--- src/rtl/multi_module_heartbeat_watchdog_macros.svh ---
// ---------------------------------------------------------------------------
// Heartbeat watchdog assertion macros
// Shared concurrent assertion forms, clocked on clk_i and held off in reset.
// ---------------------------------------------------------------------------
`ifndef MULTI_MODULE_HEARTBEAT_WATCHDOG_MACROS_SVH
`define MULTI_MODULE_HEARTBEAT_WATCHDOG_MACROS_SVH

// Consequent checked in the same cycle as the antecedent
`define HBW_ASSERT_SAME(label, ante, cons) \
  label: assert property (@(posedge clk_i) disable iff (!rst_ni) (ante) |-> (cons)) \
    else $error("heartbeat watchdog check failed");

// Consequent checked in the cycle after the antecedent
`define HBW_ASSERT_NEXT(label, ante, cons) \
  label: assert property (@(posedge clk_i) disable iff (!rst_ni) (ante) |=> (cons)) \
    else $error("heartbeat watchdog check failed");

`endif

--- src/rtl/hbw_pkg.sv ---
// ---------------------------------------------------------------------------
// Heartbeat watchdog package
// Sizes, reset values, codes and the controller/datapath interface types.
// ---------------------------------------------------------------------------
package hbw_pkg;

  localparam int NumModules = 16;
  localparam int CountW     = 16;
  localparam int IdxW       = 4;
  localparam int TimeoutW   = 16;
  localparam int HostIdW    = 4;
  localparam int AddrW      = 4;
  localparam int DataW      = 32;

  localparam logic [CountW-1:0]   CountMax          = {CountW{1'b1}};
  localparam logic [TimeoutW-1:0] DefaultTimeoutRst = 16'd500;
  localparam logic [TimeoutW-1:0] HostTimeoutRst    = 16'd2000;
  localparam logic [HostIdW-1:0]  HostModuleRst     = 4'd15;

  // Input operation codes
  typedef enum logic [1:0] {
    OP_TICK = 2'd0,
    OP_BEAT = 2'd1,
    OP_SCAN = 2'd2
  } op_e;

  // Configuration register indexes
  typedef enum logic [1:0] {
    REG_DEFAULT_TIMEOUT = 2'd0,
    REG_HOST_TIMEOUT    = 2'd1,
    REG_HOST_MODULE     = 2'd2
  } reg_e;

  // Controller states
  typedef enum logic [2:0] {
    ST_IDLE,
    ST_CALC,
    ST_LOAD,
    ST_SEEK,
    ST_WAIT
  } state_e;

  // Commands from controller to datapath
  typedef struct packed {
    logic tick;
    logic beat;
    logic scan_start;
    logic calc_step;
    logic load_pend;
    logic idx_inc;
    logic emit;
  } cmd_t;

  // Status from datapath to controller
  typedef struct packed {
    logic idx_last;
    logic pend_empty;
    logic pend_hit;
  } sts_t;

endpackage

--- src/rtl/multi_module_heartbeat_watchdog.sv ---
// ---------------------------------------------------------------------------
// Multi-module heartbeat watchdog
// Tracks elapsed time per module and reports online/offline changes on scan.
// ---------------------------------------------------------------------------
// Channel   Handshake                     Payload
// in        in_valid_i / in_ready_o       op_i, module_id_i
// out       out_valid_o / out_ready_i     changed_module_o, is_offline_o,
//                                         offline_mask_o, last_o
// cfg       psel, penable, pwrite, pready paddr, pwdata, prdata
//
// Tick and heartbeat finish in the accepting state. A scan passes through
// its accepting state, serial timeout compares over all 16 modules, forming
// the change list, a walk over the modules with one result per changed
// module, and a closing step; it runs longer while a result waits. The shared
// counter compare and the result register set this.
// No clearing pass: the block takes items from the first cycle after reset.
// ---------------------------------------------------------------------------
module multi_module_heartbeat_watchdog (
  input  logic                           clk_i,
  input  logic                           rst_ni,
  input  logic                           in_valid_i,
  output logic                           in_ready_o,
  input  logic [1:0]                     op_i,
  input  logic [hbw_pkg::IdxW-1:0]       module_id_i,
  output logic                           out_valid_o,
  input  logic                           out_ready_i,
  output logic [hbw_pkg::IdxW-1:0]       changed_module_o,
  output logic                           is_offline_o,
  output logic [hbw_pkg::NumModules-1:0] offline_mask_o,
  output logic                           last_o,
  input  logic                           psel,
  input  logic                           penable,
  input  logic                           pwrite,
  input  logic [hbw_pkg::AddrW-1:0]      paddr,
  input  logic [hbw_pkg::DataW-1:0]      pwdata,
  output logic [hbw_pkg::DataW-1:0]      prdata,
  output logic                           pready
);

  hbw_pkg::cmd_t                cmd;
  hbw_pkg::sts_t                sts;
  logic [hbw_pkg::TimeoutW-1:0] default_timeout;
  logic [hbw_pkg::TimeoutW-1:0] host_timeout;
  logic [hbw_pkg::HostIdW-1:0]  host_module;

  hbw_cfg u_cfg (
    .clk_i             (clk_i),
    .rst_ni            (rst_ni),
    .psel              (psel),
    .penable           (penable),
    .pwrite            (pwrite),
    .paddr             (paddr),
    .pwdata            (pwdata),
    .prdata            (prdata),
    .pready            (pready),
    .default_timeout_o (default_timeout),
    .host_timeout_o    (host_timeout),
    .host_module_o     (host_module)
  );

  hbw_ctrl u_ctrl (
    .clk_i       (clk_i),
    .rst_ni      (rst_ni),
    .in_valid_i  (in_valid_i),
    .in_ready_o  (in_ready_o),
    .op_i        (op_i),
    .out_valid_o (out_valid_o),
    .out_ready_i (out_ready_i),
    .sts_i       (sts),
    .cmd_o       (cmd)
  );

  hbw_dp u_dp (
    .clk_i             (clk_i),
    .rst_ni            (rst_ni),
    .cmd_i             (cmd),
    .module_id_i       (module_id_i),
    .default_timeout_i (default_timeout),
    .host_timeout_i    (host_timeout),
    .host_module_i     (host_module),
    .sts_o             (sts),
    .changed_module_o  (changed_module_o),
    .is_offline_o      (is_offline_o),
    .offline_mask_o    (offline_mask_o),
    .last_o            (last_o)
  );

endmodule

--- src/rtl/hbw_cfg.sv ---
// ---------------------------------------------------------------------------
// Heartbeat watchdog configuration registers
// APB-style register file holding the timeouts and the host module index.
// ---------------------------------------------------------------------------
module hbw_cfg (
  input  logic                           clk_i,
  input  logic                           rst_ni,
  input  logic                           psel,
  input  logic                           penable,
  input  logic                           pwrite,
  input  logic [hbw_pkg::AddrW-1:0]      paddr,
  input  logic [hbw_pkg::DataW-1:0]      pwdata,
  output logic [hbw_pkg::DataW-1:0]      prdata,
  output logic                           pready,
  output logic [hbw_pkg::TimeoutW-1:0]   default_timeout_o,
  output logic [hbw_pkg::TimeoutW-1:0]   host_timeout_o,
  output logic [hbw_pkg::HostIdW-1:0]    host_module_o
);

  logic [hbw_pkg::TimeoutW-1:0] def_to_q, def_to_d;
  logic [hbw_pkg::TimeoutW-1:0] host_to_q, host_to_d;
  logic [hbw_pkg::HostIdW-1:0]  host_id_q, host_id_d;
  logic                         wr_en;
  hbw_pkg::reg_e                reg_idx;

  assign pready  = 1'b1;
  assign wr_en   = psel && penable && pwrite;
  assign reg_idx = hbw_pkg::reg_e'(paddr[3:2]);

  // Decode the write transfer
  always_comb begin
    def_to_d  = def_to_q;
    host_to_d = host_to_q;
    host_id_d = host_id_q;
    if (wr_en) begin
      unique case (reg_idx)
        hbw_pkg::REG_DEFAULT_TIMEOUT: def_to_d  = pwdata[hbw_pkg::TimeoutW-1:0];
        hbw_pkg::REG_HOST_TIMEOUT:    host_to_d = pwdata[hbw_pkg::TimeoutW-1:0];
        hbw_pkg::REG_HOST_MODULE:     host_id_d = pwdata[hbw_pkg::HostIdW-1:0];
        default: ;
      endcase
    end
  end

  // Read back
  always_comb begin
    unique case (reg_idx)
      hbw_pkg::REG_DEFAULT_TIMEOUT:
        prdata = hbw_pkg::DataW'(def_to_q);
      hbw_pkg::REG_HOST_TIMEOUT:
        prdata = hbw_pkg::DataW'(host_to_q);
      hbw_pkg::REG_HOST_MODULE:
        prdata = hbw_pkg::DataW'(host_id_q);
      default:
        prdata = '0;
    endcase
  end

  always_ff @(posedge clk_i or negedge rst_ni) begin
    if (!rst_ni) begin
      def_to_q  <= hbw_pkg::DefaultTimeoutRst;
      host_to_q <= hbw_pkg::HostTimeoutRst;
      host_id_q <= hbw_pkg::HostModuleRst;
    end else begin
      def_to_q  <= def_to_d;
      host_to_q <= host_to_d;
      host_id_q <= host_id_d;
    end
  end

  assign default_timeout_o = def_to_q;
  assign host_timeout_o    = host_to_q;
  assign host_module_o     = host_id_q;

endmodule

--- src/rtl/hbw_dp.sv ---
// ---------------------------------------------------------------------------
// Heartbeat watchdog datapath
// Elapsed counters, serial timeout compare, change list and result register.
// ---------------------------------------------------------------------------
`include "multi_module_heartbeat_watchdog_macros.svh"

module hbw_dp (
  input  logic                           clk_i,
  input  logic                           rst_ni,
  input  hbw_pkg::cmd_t                  cmd_i,
  input  logic [hbw_pkg::IdxW-1:0]       module_id_i,
  input  logic [hbw_pkg::TimeoutW-1:0]   default_timeout_i,
  input  logic [hbw_pkg::TimeoutW-1:0]   host_timeout_i,
  input  logic [hbw_pkg::HostIdW-1:0]    host_module_i,
  output hbw_pkg::sts_t                  sts_o,
  output logic [hbw_pkg::IdxW-1:0]       changed_module_o,
  output logic                           is_offline_o,
  output logic [hbw_pkg::NumModules-1:0] offline_mask_o,
  output logic                           last_o
);

  logic [hbw_pkg::CountW-1:0]     cnt_q [hbw_pkg::NumModules];
  logic [hbw_pkg::CountW-1:0]     cnt_d [hbw_pkg::NumModules];
  logic [hbw_pkg::NumModules-1:0] mask_q, mask_d;
  logic [hbw_pkg::NumModules-1:0] rep_q, rep_d;
  logic [hbw_pkg::NumModules-1:0] pend_q, pend_d;
  logic [hbw_pkg::IdxW-1:0]       idx_q, idx_d;
  logic [hbw_pkg::IdxW-1:0]       out_mod_q, out_mod_d;
  logic                           out_off_q, out_off_d;
  logic [hbw_pkg::NumModules-1:0] out_mask_q, out_mask_d;
  logic                           out_last_q, out_last_d;

  logic [hbw_pkg::TimeoutW-1:0]   limit;
  logic                           over;
  logic [hbw_pkg::NumModules-1:0] idx_bit;
  logic [hbw_pkg::NumModules-1:0] pend_rest;
  logic                           beat_ok;

  // Compare the selected counter against its timeout
  assign limit     = (host_module_i == idx_q) ? host_timeout_i : default_timeout_i;
  assign over      = cnt_q[idx_q] > limit;
  assign idx_bit   = hbw_pkg::NumModules'(1) << idx_q;
  assign pend_rest = pend_q & ~idx_bit;
  assign beat_ok   = ({1'b0, module_id_i} < (hbw_pkg::IdxW + 1)'(hbw_pkg::NumModules));

  always_comb begin
    cnt_d      = cnt_q;
    mask_d     = mask_q;
    rep_d      = rep_q;
    pend_d     = pend_q;
    idx_d      = idx_q;
    out_mod_d  = out_mod_q;
    out_off_d  = out_off_q;
    out_mask_d = out_mask_q;
    out_last_d = out_last_q;

    // Advance every counter, saturating
    if (cmd_i.tick) begin
      for (int i = 0; i < hbw_pkg::NumModules; i++) begin
        if (cnt_q[i] != hbw_pkg::CountMax) begin
          cnt_d[i] = cnt_q[i] + hbw_pkg::CountW'(1);
        end
      end
    end

    // Clear the counter of the module that beat
    if (cmd_i.beat && beat_ok) begin
      cnt_d[module_id_i] = '0;
    end

    // Start a fresh mask
    if (cmd_i.scan_start) begin
      idx_d  = '0;
      mask_d = '0;
    end

    // One module per cycle into the mask
    if (cmd_i.calc_step) begin
      mask_d[idx_q] = over;
      idx_d         = idx_q + hbw_pkg::IdxW'(1);
    end

    // Build the change list
    if (cmd_i.load_pend) begin
      pend_d = mask_q ^ rep_q;
      idx_d  = '0;
    end

    if (cmd_i.idx_inc) begin
      idx_d = idx_q + hbw_pkg::IdxW'(1);
    end

    // Load one result and fold the change into the reported mask
    if (cmd_i.emit) begin
      out_mod_d     = idx_q;
      out_off_d     = mask_q[idx_q];
      out_mask_d    = mask_q;
      out_last_d    = (pend_rest == '0);
      pend_d        = pend_rest;
      rep_d[idx_q]  = mask_q[idx_q];
      idx_d         = idx_q + hbw_pkg::IdxW'(1);
    end
  end

  always_ff @(posedge clk_i or negedge rst_ni) begin
    if (!rst_ni) begin
      for (int i = 0; i < hbw_pkg::NumModules; i++) begin
        cnt_q[i] <= '0;
      end
      rep_q  <= '0;
      mask_q <= '0;
      pend_q <= '0;
      idx_q  <= '0;
    end else begin
      cnt_q  <= cnt_d;
      rep_q  <= rep_d;
      mask_q <= mask_d;
      pend_q <= pend_d;
      idx_q  <= idx_d;
    end
  end

  // Result payload
  always_ff @(posedge clk_i) begin
    out_mod_q  <= out_mod_d;
    out_off_q  <= out_off_d;
    out_mask_q <= out_mask_d;
    out_last_q <= out_last_d;
  end

  assign sts_o.idx_last   = (idx_q == hbw_pkg::IdxW'(hbw_pkg::NumModules - 1));
  assign sts_o.pend_empty = (pend_q == '0);
  assign sts_o.pend_hit   = pend_q[idx_q];

  assign changed_module_o = out_mod_q;
  assign is_offline_o     = out_off_q;
  assign offline_mask_o   = out_mask_q;
  assign last_o           = out_last_q;

  // A reported change leaves the pending list
  `HBW_ASSERT_NEXT(a_emit_clears, cmd_i.emit, !pend_q[$past(idx_q)])
  // The last flag marks an emptied change list
  `HBW_ASSERT_NEXT(a_last_empty, cmd_i.emit, out_last_q == (pend_q == '0))
  // Only changed modules are reported
  `HBW_ASSERT_SAME(a_emit_hit, cmd_i.emit, pend_q[idx_q] && (mask_q[idx_q] != rep_q[idx_q]))

endmodule

--- src/rtl/hbw_ctrl.sv ---
// ---------------------------------------------------------------------------
// Heartbeat watchdog controller
// Sequences tick, heartbeat and scan items and the result handshake.
// ---------------------------------------------------------------------------
module hbw_ctrl (
  input  logic          clk_i,
  input  logic          rst_ni,
  input  logic          in_valid_i,
  output logic          in_ready_o,
  input  logic [1:0]    op_i,
  output logic          out_valid_o,
  input  logic          out_ready_i,
  input  hbw_pkg::sts_t sts_i,
  output hbw_pkg::cmd_t cmd_o
);

  hbw_pkg::state_e state_q, state_d;
  hbw_pkg::op_e    op;

  assign op = hbw_pkg::op_e'(op_i);

  always_ff @(posedge clk_i or negedge rst_ni) begin
    if (!rst_ni) begin
      state_q <= hbw_pkg::ST_IDLE;
    end else begin
      state_q <= state_d;
    end
  end

  always_comb begin
    state_d     = state_q;
    cmd_o       = '0;
    in_ready_o  = 1'b0;
    out_valid_o = 1'b0;
    unique case (state_q)
      // Take an item and dispatch it
      hbw_pkg::ST_IDLE: begin
        in_ready_o = 1'b1;
        if (in_valid_i) begin
          unique case (op)
            hbw_pkg::OP_TICK: cmd_o.tick = 1'b1;
            hbw_pkg::OP_BEAT: cmd_o.beat = 1'b1;
            hbw_pkg::OP_SCAN: begin
              cmd_o.scan_start = 1'b1;
              state_d          = hbw_pkg::ST_CALC;
            end
            default: ;
          endcase
        end
      end
      // Compare one module a cycle
      hbw_pkg::ST_CALC: begin
        cmd_o.calc_step = 1'b1;
        if (sts_i.idx_last) begin
          state_d = hbw_pkg::ST_LOAD;
        end
      end
      hbw_pkg::ST_LOAD: begin
        cmd_o.load_pend = 1'b1;
        state_d         = hbw_pkg::ST_SEEK;
      end
      // Walk to the next changed module
      hbw_pkg::ST_SEEK: begin
        if (sts_i.pend_empty) begin
          state_d = hbw_pkg::ST_IDLE;
        end else if (sts_i.pend_hit) begin
          cmd_o.emit = 1'b1;
          state_d    = hbw_pkg::ST_WAIT;
        end else begin
          cmd_o.idx_inc = 1'b1;
        end
      end
      // Hold the result until transferred
      hbw_pkg::ST_WAIT: begin
        out_valid_o = 1'b1;
        if (out_ready_i) begin
          state_d = hbw_pkg::ST_SEEK;
        end
      end
      default: state_d = hbw_pkg::ST_IDLE;
    endcase
  end

endmodule

--- config.mk ---
export PLATFORM = sky130hd
export DESIGN_NAME = multi_module_heartbeat_watchdog
export DESIGN_NICKNAME = d
export VERILOG_FILES = /design/src/rtl/hbw_pkg.sv /design/src/rtl/multi_module_heartbeat_watchdog.sv /design/src/rtl/hbw_cfg.sv /design/src/rtl/hbw_dp.sv /design/src/rtl/hbw_ctrl.sv
export VERILOG_INCLUDE_DIRS = /design/src /design/src/rtl
export SDC_FILE = /design/constraint.sdc
export NUM_CORES = 1
export LEC_CHECK = 0
export BUFFER_PORTS_ARGS = -buffer_cell sky130_fd_sc_hd__buf_4
export CAP_MARGIN = 15
export CORE_ASPECT_RATIO = 0.7
export CORE_MARGIN = 4
export CORE_UTILIZATION = 55
export CTS_CLUSTER_DIAMETER = 60
export DETAILED_ROUTE_END_ITERATION = 8
export GPL_TIMING_DRIVEN = 1
export PLACE_DENSITY_LB_ADDON = 0.05
export SLEW_MARGIN = 20
export SYNTH_ARGS = -nofsm -noshare
export SYNTH_HDL_FRONTEND = slang
export SYNTH_SLANG_ARGS = --single-unit
export TNS_END_PERCENT = 50
--- constraint.sdc ---
create_clock -name clk_i -period 6.5 [get_ports clk_i]
set_input_delay 0.325 -clock clk_i [delete_from_list [all_inputs] [get_ports clk_i]]
set_output_delay 0.325 -clock clk_i [all_outputs]
set_load 0.02 [all_outputs]
==> results of run 1 <==
per-layer routing:
| layer | GRT usage | wire (um) | vias to the layer above |
|---|---|---|---|
| met4 | 0.0624 | 1170 | 0 |
| met1 | 0.468 | 29300 | 8793 |
| met2 | 0.384 | 25400 | 758 |
| li1 | - | - | 7965 |
| met5 | 0 | 0 | - |
| met3 | 0.0675 | 6200 | 82 |
power groups by stage:
stage	Sequential (mW)	Clock (mW)	Combinational (mW)
2_1_floorplan	3.13	0	1.87
3_3_place_gp	3.41	0	2.37
3_5_place_dp	3.44	0	2.44
4_1_cts	3.40	2.29	2.45
5_1_grt	3.48	2.41	2.69
6_report	3.43	2.25	2.47
final cells by class:
cell class	count	area, sq um
clock buffer	65	1240
clock inverter	9	58.8
fill	3125	14700
inverter	36	135
multi-input combinational	1609	11900
sequential	369	9370
tap	527	659
timing repair buffer	97	769
path summary, 6_finish.rpt:
path | start | to | slack (ns)
min reg2reg | u_dp.rep_q[12] | u_dp.rep_q[12] | 0.53
max in group asynchronous | rst_ni | u_dp.idx_q[0] | 4.46
max reg2reg | u_dp.idx_q[0] | u_dp.mask_q[7] | 2.13
min | pwdata[13] | u_cfg.default_timeout_o[13] | 0.02
min in group asynchronous | rst_ni | u_dp.cnt_q[219] | 0.43
max | u_dp.idx_q[0] | u_dp.mask_q[7] | 2.13
cell usage after synthesis, types with 17 or more instances:
cell	n	share of area
mux2_2	56	0.029
mux2i_1	67	0.031
o2111ai_1	33	0.013
a211oi_1	34	0.012
or3_1	29	0.0083
mux4_2	90	0.093
xor2_1	87	0.035
o21ai_0	90	0.021
nand3_1	102	0.023
xnor2_1	88	0.035
nand2_1	102	0.018
and3_1	58	0.017
edfxtp_1	22	0.030
nor4_1	24	0.0069
and4_1	23	0.0092
ha_1	38	0.022
inv_1	35	0.0060
a21oi_1	72	0.016
nor3_1	61	0.014
clkbuf_1	80	0.014
o211ai_1	40	0.014
buf_2	23	0.0053
nor2_1	274	0.047
dfrtp_1	331	0.38
buf_4	17	0.0058
nand4_1	54	0.015
critical path, cell delays in order, from the launching register on:
cell      delay, ns
dfrtp_4        0.99
buf_12         0.35
mux4_2         0.56
mux4_2         0.51
ha_1           0.32
nand3_1        0.14
nor4_1         0.50
a21boi_0       0.28
o31ai_2        0.11
buf_4          0.22
o21ai_0        0.23
registers in the layout, indices dropped and copies added (netlist names):
signal	flops
u_dp.cnt_q	256
u_cfg.default_timeout_o	16
u_cfg.host_timeout_o	16
u_dp.mask_q	16
u_dp.offline_mask_o	16
u_dp.pend_q	16
u_dp.rep_q	16
u_cfg.host_module_o	4
u_dp.changed_module_o	4
u_dp.idx_q	4
u_ctrl.state_q	3
u_dp.is_offline_o	1
u_dp.last_o	1
through the flow:
stage,utilization,std cells
4_1_cts,0.620,2711
5_1_grt,0.621,2712
6_report,0.621,2712
3_5_place_dp,0.586,2635
3_3_place_gp,0.586,2635
2_1_floorplan,-,2144
cell families after synthesis:
logic type / count (synthesis)
xor+xnor: 175
compound gates: 347
flops: 369
buf+inv: 166
mux: 213
simple gates: 819
other cells: 2
fa+ha+maj: 38
what timing repair did:
action,in CTS,in global routing
hold buffers,2,0
hold endpoints to repair,105,0
setup endpoints to repair,0,0
placed cells by master, fill, tap and decap left out, drive strengths merged, types with 8 or more instances in the layout:
| cell | count |
|---|---|
| edfxtp | 22 |
| mux4 | 90 |
| ha | 38 |
| buf | 95 |
| conb | 17 |
| nor2 | 274 |
| or4 | 18 |
| xnor2 | 88 |
| o31ai | 11 |
| nand4 | 54 |
| o211ai | 40 |
| o22ai | 8 |
| a211oi | 34 |
| nor4b | 10 |
| o2111ai | 33 |
| a21oi | 72 |
| o21ai | 92 |
| o21a | 8 |
| clkbuf | 65 |
| mux2 | 56 |
| inv | 37 |
| nor4 | 25 |
| dfstp | 16 |
| a31oi | 14 |
| xor2 | 87 |
| nor2b | 13 |
| and4 | 23 |
| nand3 | 102 |
| and2 | 10 |
| or3 | 29 |
| dfrtp | 331 |
| nor3b | 10 |
| mux2i | 67 |
| and3 | 58 |
| nor3 | 63 |
| nand2 | 102 |
| nand2b | 8 |
==> flow_summary.ini, run 1 <==
[power_and_ir_drop]
power.leakage_nw = 9.86
cell_internal_pwr_mw = 5.19
powerDensity_nw_per_um2 = 338
seq_power_share = 0.421
sw_frac_of_total = 0.363
comb_power_share = 0.303
peakVddDrop_mv = 0.247
fin_total_pwr_mw = 8.15
switchingPower_mw = 2.96
p_clk_frac = 0.277

[clock_tree]
cts_max_level = 2
insertion_delay_ns = 0.56
clock-sinks = 369
cts_tree = done
root_buffer = clkbuf_16
clock_path_buffers = 3
numCtsBuffers = 40
path_clk_slew_ns = 0.06
cts.repair.resized = 0
post_cts_buffers = 0

[grt]
grt_usage = 0.287
antenna_found_initial = 1
grt_start_max_net_pins = 169
gr-total-overflow = 0
first_global_vias = 16400
grt_pass1_wl_um = 97200

[job]
cap_violations = 0

[synth]
async_flop_share = 0.940
synth_xor_area_frac = 0.0702
synth_compound_area_frac = 0.103
synth_fa_ha_area_frac = 0.0218
postSynthAreaPerCell_sq_um = 10.3
synth-seq-cells = 369
ys.flop_type = dfrtp_1
synth_top_family_by_area = simple AND/OR/NAND/NOR gates
yosysSeqAreaShare = 0.429
yosysWarnings = 0
synthesis.area_sq_um = 21800
yosys.area_share.simple = 0.191
ys_types = 68
synth-edff-count = 22
syn_inst = 2129
synthMuxAreaShare = 0.152

[final_layout]
nNetsFinal = 2240
drive_above_1_share = 0.162
postLayoutCellArea_sq_um = 24100
syn_to_final_growth_pct = 10.3
diodes = 0

[detailed_routing]
route.detailed.drc = 0
vias_per_cell = 6.49
detail-route-antenna-nets = 0
drt_iter0_markers = 1919
drt_first_pass_iters = 6
routed_wl_um = 62100
vias = 17600
wire_per_inst_um = 22.9

[critical_path]
ff2ff_path_depth = 10
endpoint_kind = register
start_kind = register
crit_type = register to register
crit_arrival_ns = 4.83
path_max_fanout = 41
crit_required_ns = 6.96

[place]
placed_area_sq_um = 22700
gp_congestion = 0.969
dp_hpwl_um = 44400
port_buffers = 70
dp_slack_ns = 1.98

[timing]
hold_viol = 0
post-route-period-util = 0.673
final-setup-viol-count = 0
final_max_slew_viol_count = 0
finClkSkew_ns = 0.0265
relSlewSlack = 0.253
tns_ns = 0
rsz0062_at_grt = false
finalCriticalPeriod_ns = 4.37
max_freq_mhz = 229
worst_slack_ns = 2.13
worst_pin_slew_ns = 1.12
whs_ns = 0.0241

[floorplan]
placement_rows = 60
fp.dieW_um = 246
die_h_um = 175
die-area_sq_um = 43000
start_util = 0.563
coreArea_sq_um = 38800
ios = 106

[outcome]
status = finished clean

[worst_hold_path]
min_path_cells = 2
holdCritPathClass = input pin to register
Note: power is estimated with default switching activity, not from simulation.
==> run 2: changes to the inputs <==
- ABC_AREA: default -> 1
- clock period: 6.5 -> 3.93 ns (I/O delays scaled with it)
==> flow_summary.ini, run 2 <==
[synth]
ys_types = 49
synth_top_area_frac = 0.349
synth-seq-cells = 369
synth_top_area_cell = dfrtp_1
ys.flop_type = dfrtp_1
yosysWarnings = 0
synth-edff-count = 22
synth_area_leaders = dfrtp_1 (35%), nand2_1 (12%), o21ai_0 (8.6%), nor2_1 (6.8%), nand3_1 (5.8%)
synth_most_common_cell = nand2_1
netlist_top_cells_count = nand2_1 (748), nor2_1 (427), o21ai_0 (408)
async_flop_share = 0.940
syn_inst = 3394
synthesis.area_sq_um = 23700
yosysSeqAreaShare = 0.394
postSynthAreaPerCell_sq_um = 6.99

[detailed_routing]
drt_iter0_markers = 2440
route.detailed.drc = 0
vias = 23100
routed_wl_um = 72800
detail-route-antenna-nets = 0
vias_per_cell = 5.76
drt_first_pass_iters = 6
wire_per_inst_um = 18.1

[final_layout]
mostFrequentLayoutCell = nand2_1
postLayoutCellArea_sq_um = 26100
diodes = 0
mostFrequentLayoutCells = nand2_1 (748), nor2_1 (427), o21ai_0 (408), inv_1 (344), dfrtp_1 (329)
max_flop_register = u_dp.cnt_q
largest_reg_flops = 256
nNetsFinal = 3518
drive_above_1_share = 0.0728
syn_to_final_growth_pct = 10.1

[power_and_ir_drop]
power.leakage_nw = 12.7
seq_power_share = 0.337
peakVddDrop_mv = 0.380
sw_frac_of_total = 0.473
switchingPower_mw = 9.43
comb_power_share = 0.463
powerDensity_nw_per_um2 = 763
p_clk_frac = 0.200
cell_internal_pwr_mw = 10.5

[clock_tree]
numCtsBuffers = 42
root_buffer = clkbuf_16
post_cts_buffers = 0
clock_path_buffers = 3
cts_max_level = 2
path_clk_slew_ns = 0.07
clock-sinks = 369
insertion_delay_ns = 0.55
cts.repair.resized = 0
cts_tree = done

[timing]
finalCriticalPeriod_ns = 3.58
finClkSkew_ns = 0.0213
worst_pin_slew_ns = 0.978
final-setup-viol-count = 0
worst_slack_ns = 0.350
rsz0062_at_grt = false
relSlewSlack = 0.346
post-route-period-util = 0.911
max_freq_mhz = 279
hold_viol = 0
tns_ns = 0
final_max_slew_viol_count = 0

[floorplan]
coreArea_sq_um = 42500
die_h_um = 182
fp.dieW_um = 256
start_util = 0.559
placement_rows = 63
ios = 106
die-area_sq_um = 46600

[critical_path]
crit_type = register to register
crit_required_ns = 4.38
r2r_slack_ns = 0.35
path_delay_family = simple AND/OR/NAND/NOR gates
critPathMostFrequentCell = nand2_1
crit_chain = buf_12 -> a21oi_1 -> o21ai_0 -> nand2_1 -> nand2_1 -> nand4_1 -> ha_1 -> nand4_1 -> a31oi_1 -> nor2_1 -> nand2_1 -> nand2_1 -> o21ai_0
ff2ff_path_depth = 13
endpoint_kind = register
critPathBufInv = 1
crit_arrival_ns = 4.03
crit_slowest_cell = dfrtp_4
slowest_delay_ns = 0.66
startpoint = u_dp.idx_q[0]
timing.rr.start = u_dp.idx_q[0]
path_max_fanout = 123
start_kind = register
worst_r2r_endpoint = u_dp.mask_q[13]

[job]
cap_violations = 0

[grt]
gr-total-overflow = 0
grt_start_max_net_pins = 124
first_global_vias = 21200
grt_usage = 0.306
grt_pass1_wl_um = 116000
antenna_found_initial = 0

[worst_hold_path]
min_path_cells = 4
min_from = op_i[1]
hold_end = u_dp.cnt_q[237]
holdCritPathClass = input pin to register

[place]
gp_congestion = 0.953
port_buffers = 70
dp_hpwl_um = 53200
placed_area_sq_um = 24600
dp_slack_ns = 0.424

[outcome]
status = finished clean
## run 2: stage by stage
step	util	power, mW	hold slack [ns]	cells
after floorplan	-	12.8	-0.0991	3409
after global placement	0.578	15.5	0.342	3921
after global routing	0.615	21.5	0.0961	4015
after CTS	0.615	19.8	0.0735	4015
final	0.615	19.9	0.0924	4015
after detailed placement	0.578	15.7	0.350	3921
## run 2: worst max path at each step
stage,endpoint,slack (ns),cells past startpoint
finish,u_dp.mask_q[13],0.35,13
CTS,u_dp.mask_q[13],0.41,16
detailed placement,u_dp.mask_q[10],0.42,16
floorplan,u_dp.mask_q[10],1.10,21
global route,u_dp.mask_q[8],0.09,16
global placement,u_dp.mask_q[6],0.51,15
## run 2: cells by family (layout without fill, tap and decap cells)
group / count (synthesis) / count (layout) / share of synthesized area
AND/OR/NAND/NOR: 1679 / 1679 / 0.304
AO/OA/AOI/OAI: 702 / 702 / 0.152
buffers and inverters: 504 / 558 / 0.0925
flip-flops: 369 / 369 / 0.394
XOR/XNOR: 100 / 100 / 0.0369
adder cells (fa/ha/maj): 38 / 38 / 0.0200
other: 2 / 17 / 0.000316
## run 2: timing repair
action,in CTS,in global routing
endpoints found under the hold margin,140,0
hold buffers,18,0
setup endpoints to repair,0,0
## run 2: final cells by class
class / count / area [sq um]
Fill cell: 3939 / 16400
Multi-Input combinational cell: 2536 / 12200
Sequential cell: 369 / 9370
Inverter: 364 / 1370
Clock buffer: 61 / 1260
Timing Repair Buffer: 118 / 1060
Tap cell: 552 / 691
Clock inverter: 15 / 134
## run 2: power groups by stage
stage | registers [mW] | clock network (mW) | logic (mW)
after global routing | 6.87 | 4.24 | 10.4
after CTS | 6.65 | 4.06 | 9.09
after floorplan | 6.22 | 0 | 6.57
after global placement | 6.66 | 0 | 8.81
final | 6.71 | 3.99 | 9.23
after detailed placement | 6.69 | 0 | 9.04
## run 2: per-layer routing
metal | vias to the layer above | global-route usage | wire, um
met5 | - | 0 | 0
met4 | 0 | 0.0739 | 1710
met3 | 100 | 0.0629 | 7110
met2 | 952 | 0.436 | 29700
met1 | 10900 | 0.475 | 34300
li1 | 11200 | - | -
## run 2: worst reg2reg max path, cell delays in order, from the launching register on
cell	delay [ns]
dfrtp_4	0.66
buf_12	0.41
a21oi_1	0.25
o21ai_0	0.20
nand2_1	0.18
nand2_1	0.09
nand4_1	0.15
ha_1	0.36
nand4_1	0.13
a31oi_1	0.18
nor2_1	0.06
nand2_1	0.19
nand2_1	0.34
o21ai_0	0.30
==> run 3: changes to the inputs <==
- MAX_ROUTING_LAYER: default -> met4
- REMOVE_ABC_BUFFERS: default -> 1
==> flow_summary.ini, run 3 (same netlist as run 2, synthesis figures left out) <==
[outcome]
status = finished clean

[floorplan]
start_util = 0.559
coreArea_sq_um = 42500
fp.dieW_um = 256
ios = 106
die_h_um = 182
placement_rows = 63
die-area_sq_um = 46600

[final_layout]
final_util = 0.617
register_area_sq_um = 9370
multi_input_area_sq_um = 12200
nNetsFinal = 3522
stdcell_count = 4021
largest_reg_flops = 256
syn_to_final_growth_pct = 10.5
max_flop_register = u_dp.cnt_q
drive_above_1_share = 0.0753
postLayoutCellArea_sq_um = 26200
mostFrequentLayoutCells = nand2_1 (746), nor2_1 (427), o21ai_0 (408), inv_1 (344), dfrtp_1 (329)
fillCellCount = 3905
mostFrequentLayoutCell = nand2_1

[clock_tree]
clock_path_buffers = 3
post_cts_buffers = 0
ctsHoldBuffers = 17
numCtsBuffers = 41
cts.repair.resized = 0
root_buffer = clkbuf_16
clock-sinks = 369
cts_tree = done
insertion_delay_ns = 0.56
cts_max_level = 2
path_clk_slew_ns = 0.07

[power_and_ir_drop]
sw_frac_of_total = 0.473
powerDensity_nw_per_um2 = 775
switchingPower_mw = 9.62
seq_power_share = 0.326
fin_total_pwr_mw = 20.3
cell_internal_pwr_mw = 10.7
p_clk_frac = 0.207
comb_power_share = 0.467
peakVddDrop_mv = 0.500
power.leakage_nw = 12.8

[detailed_routing]
wire_per_inst_um = 18.8
routed_wl_um = 75700
vias = 23400
detail-route-antenna-nets = 0
drt_iter0_markers = 3032
vias_per_cell = 5.82
drt_first_pass_iters = 6
route.detailed.drc = 0

[critical_path]
ff2ff_path_depth = 13
worst_r2r_endpoint = u_dp.mask_q[12]
path_delay_family = compound AO/OA/AOI/OAI gates
path_max_fanout = 29
critPathMostFrequentCell = o21ai_0
crit_arrival_ns = 3.95
start_kind = register
slowest_delay_ns = 0.42
critPathBufInv = 2
crit_slowest_cell = dfrtp_2
r2r_slack_ns = 0.39
crit_required_ns = 4.34
crit_chain = inv_2 -> buf_4 -> o21ai_0 -> o21ai_0 -> nand2_1 -> nand4_1 -> ha_1 -> a21oi_1 -> o21ai_0 -> nor2_1 -> nand2_1 -> nand2_1 -> o21ai_0
crit_type = register to register
timing.rr.start = u_dp.idx_q[1]
endpoint_kind = register

[job]
cap_violations = 0

[timing]
whs_ns = 0.0123
final_max_slew_viol_count = 0
post-route-period-util = 0.902
relSlewSlack = 0.360
rsz0062_at_grt = false
tns_ns = 0
final-setup-viol-count = 0
hold_viol = 0
worst_pin_slew_ns = 0.958
max_freq_mhz = 282
worst_slack_ns = 0.386
finalCriticalPeriod_ns = 3.54
finClkSkew_ns = 0.0175

[grt]
grt_usage = 0.327
first_global_vias = 21700
gr-total-overflow = 0
grt_pass1_wl_um = 120000
grt_start_max_net_pins = 100
antenna_found_initial = 1

[place]
dp_cells = 3927
port_buffers = 70
dp_hpwl_um = 55200
dp_slack_ns = 0.532
gp_congestion = 0.991
placed_area_sq_um = 24600

[worst_hold_path]
min_path_cells = 3
hold_end = u_cfg.default_timeout_o[11]
holdCritPathClass = input pin to register
min_from = pwdata[11]
-- run 3: changes by cell type in the layout (fill, tap and decap cells not counted), moves of 2 or more --
cell / change
bufinv_16: +4
clkbuf_16: -2
nand2_1: -2
nand2_2: +2
clkinv_1: -2
inv_6: +2
clkinv_2: -3
buf_4: +7
-- run 3: worst max path at each step --
stage | slack, ns | startpoint | end | depth (start not counted)
global route | 0.17 | u_dp.idx_q[1] | u_dp.mask_q[12] | 13
detailed placement | 0.53 | u_dp.idx_q[1] | u_dp.mask_q[10] | 13
global placement | 0.55 | u_dp.idx_q[1] | u_dp.mask_q[6] | 13
floorplan | -1.53 | u_dp.idx_q[0] | u_dp.changed_module_o[0] | 8
CTS | 0.47 | u_dp.idx_q[1] | u_dp.mask_q[10] | 13
finish | 0.39 | u_dp.idx_q[1] | u_dp.mask_q[12] | 13
-- run 3: layout make-up --
class | count | area share
inverter | 364 | 0.0524
multi-input combinational | 2536 | 0.467
tap | 552 | 0.0263
clock inverter | 15 | 0.00921
antenna | 1 | 0.0000954
clock buffer | 61 | 0.0466
timing repair buffer | 123 | 0.0414
sequential | 369 | 0.357
-- run 3: worst reg2reg max path: stages, from the launching register on --
cell and delay, ns:
dfrtp_2 0.42, inv_2 0.41, buf_4 0.42, o21ai_0 0.18, o21ai_0 0.41, nand2_1 0.12, nand4_1 0.13, ha_1 0.25
a21oi_1 0.13, o21ai_0 0.10, nor2_1 0.11, nand2_1 0.15, nand2_1 0.42, o21ai_0 0.17
-- run 3: per-layer routing --
layer | track usage | part of all wire | vias up
li1 | - | - | 11200
met1 | 0.475 | 0.46 | 11000
met2 | 0.475 | 0.42 | 1114
met3 | 0.0641 | 0.097 | 139
met4 | 0.0783 | 0.026 | 0
met5 | - | 0 | -
-- run 3: power by group through the flow --
stage	clock (mW)	combinational, mW	sequential (mW)
5_1_grt	4.45	10.6	6.78
3_3_place_gp	0	9.05	6.57
4_1_cts	4.28	9.31	6.57
3_5_place_dp	0	9.21	6.62
6_report	4.22	9.50	6.62
2_1_floorplan	0	5.99	6.43
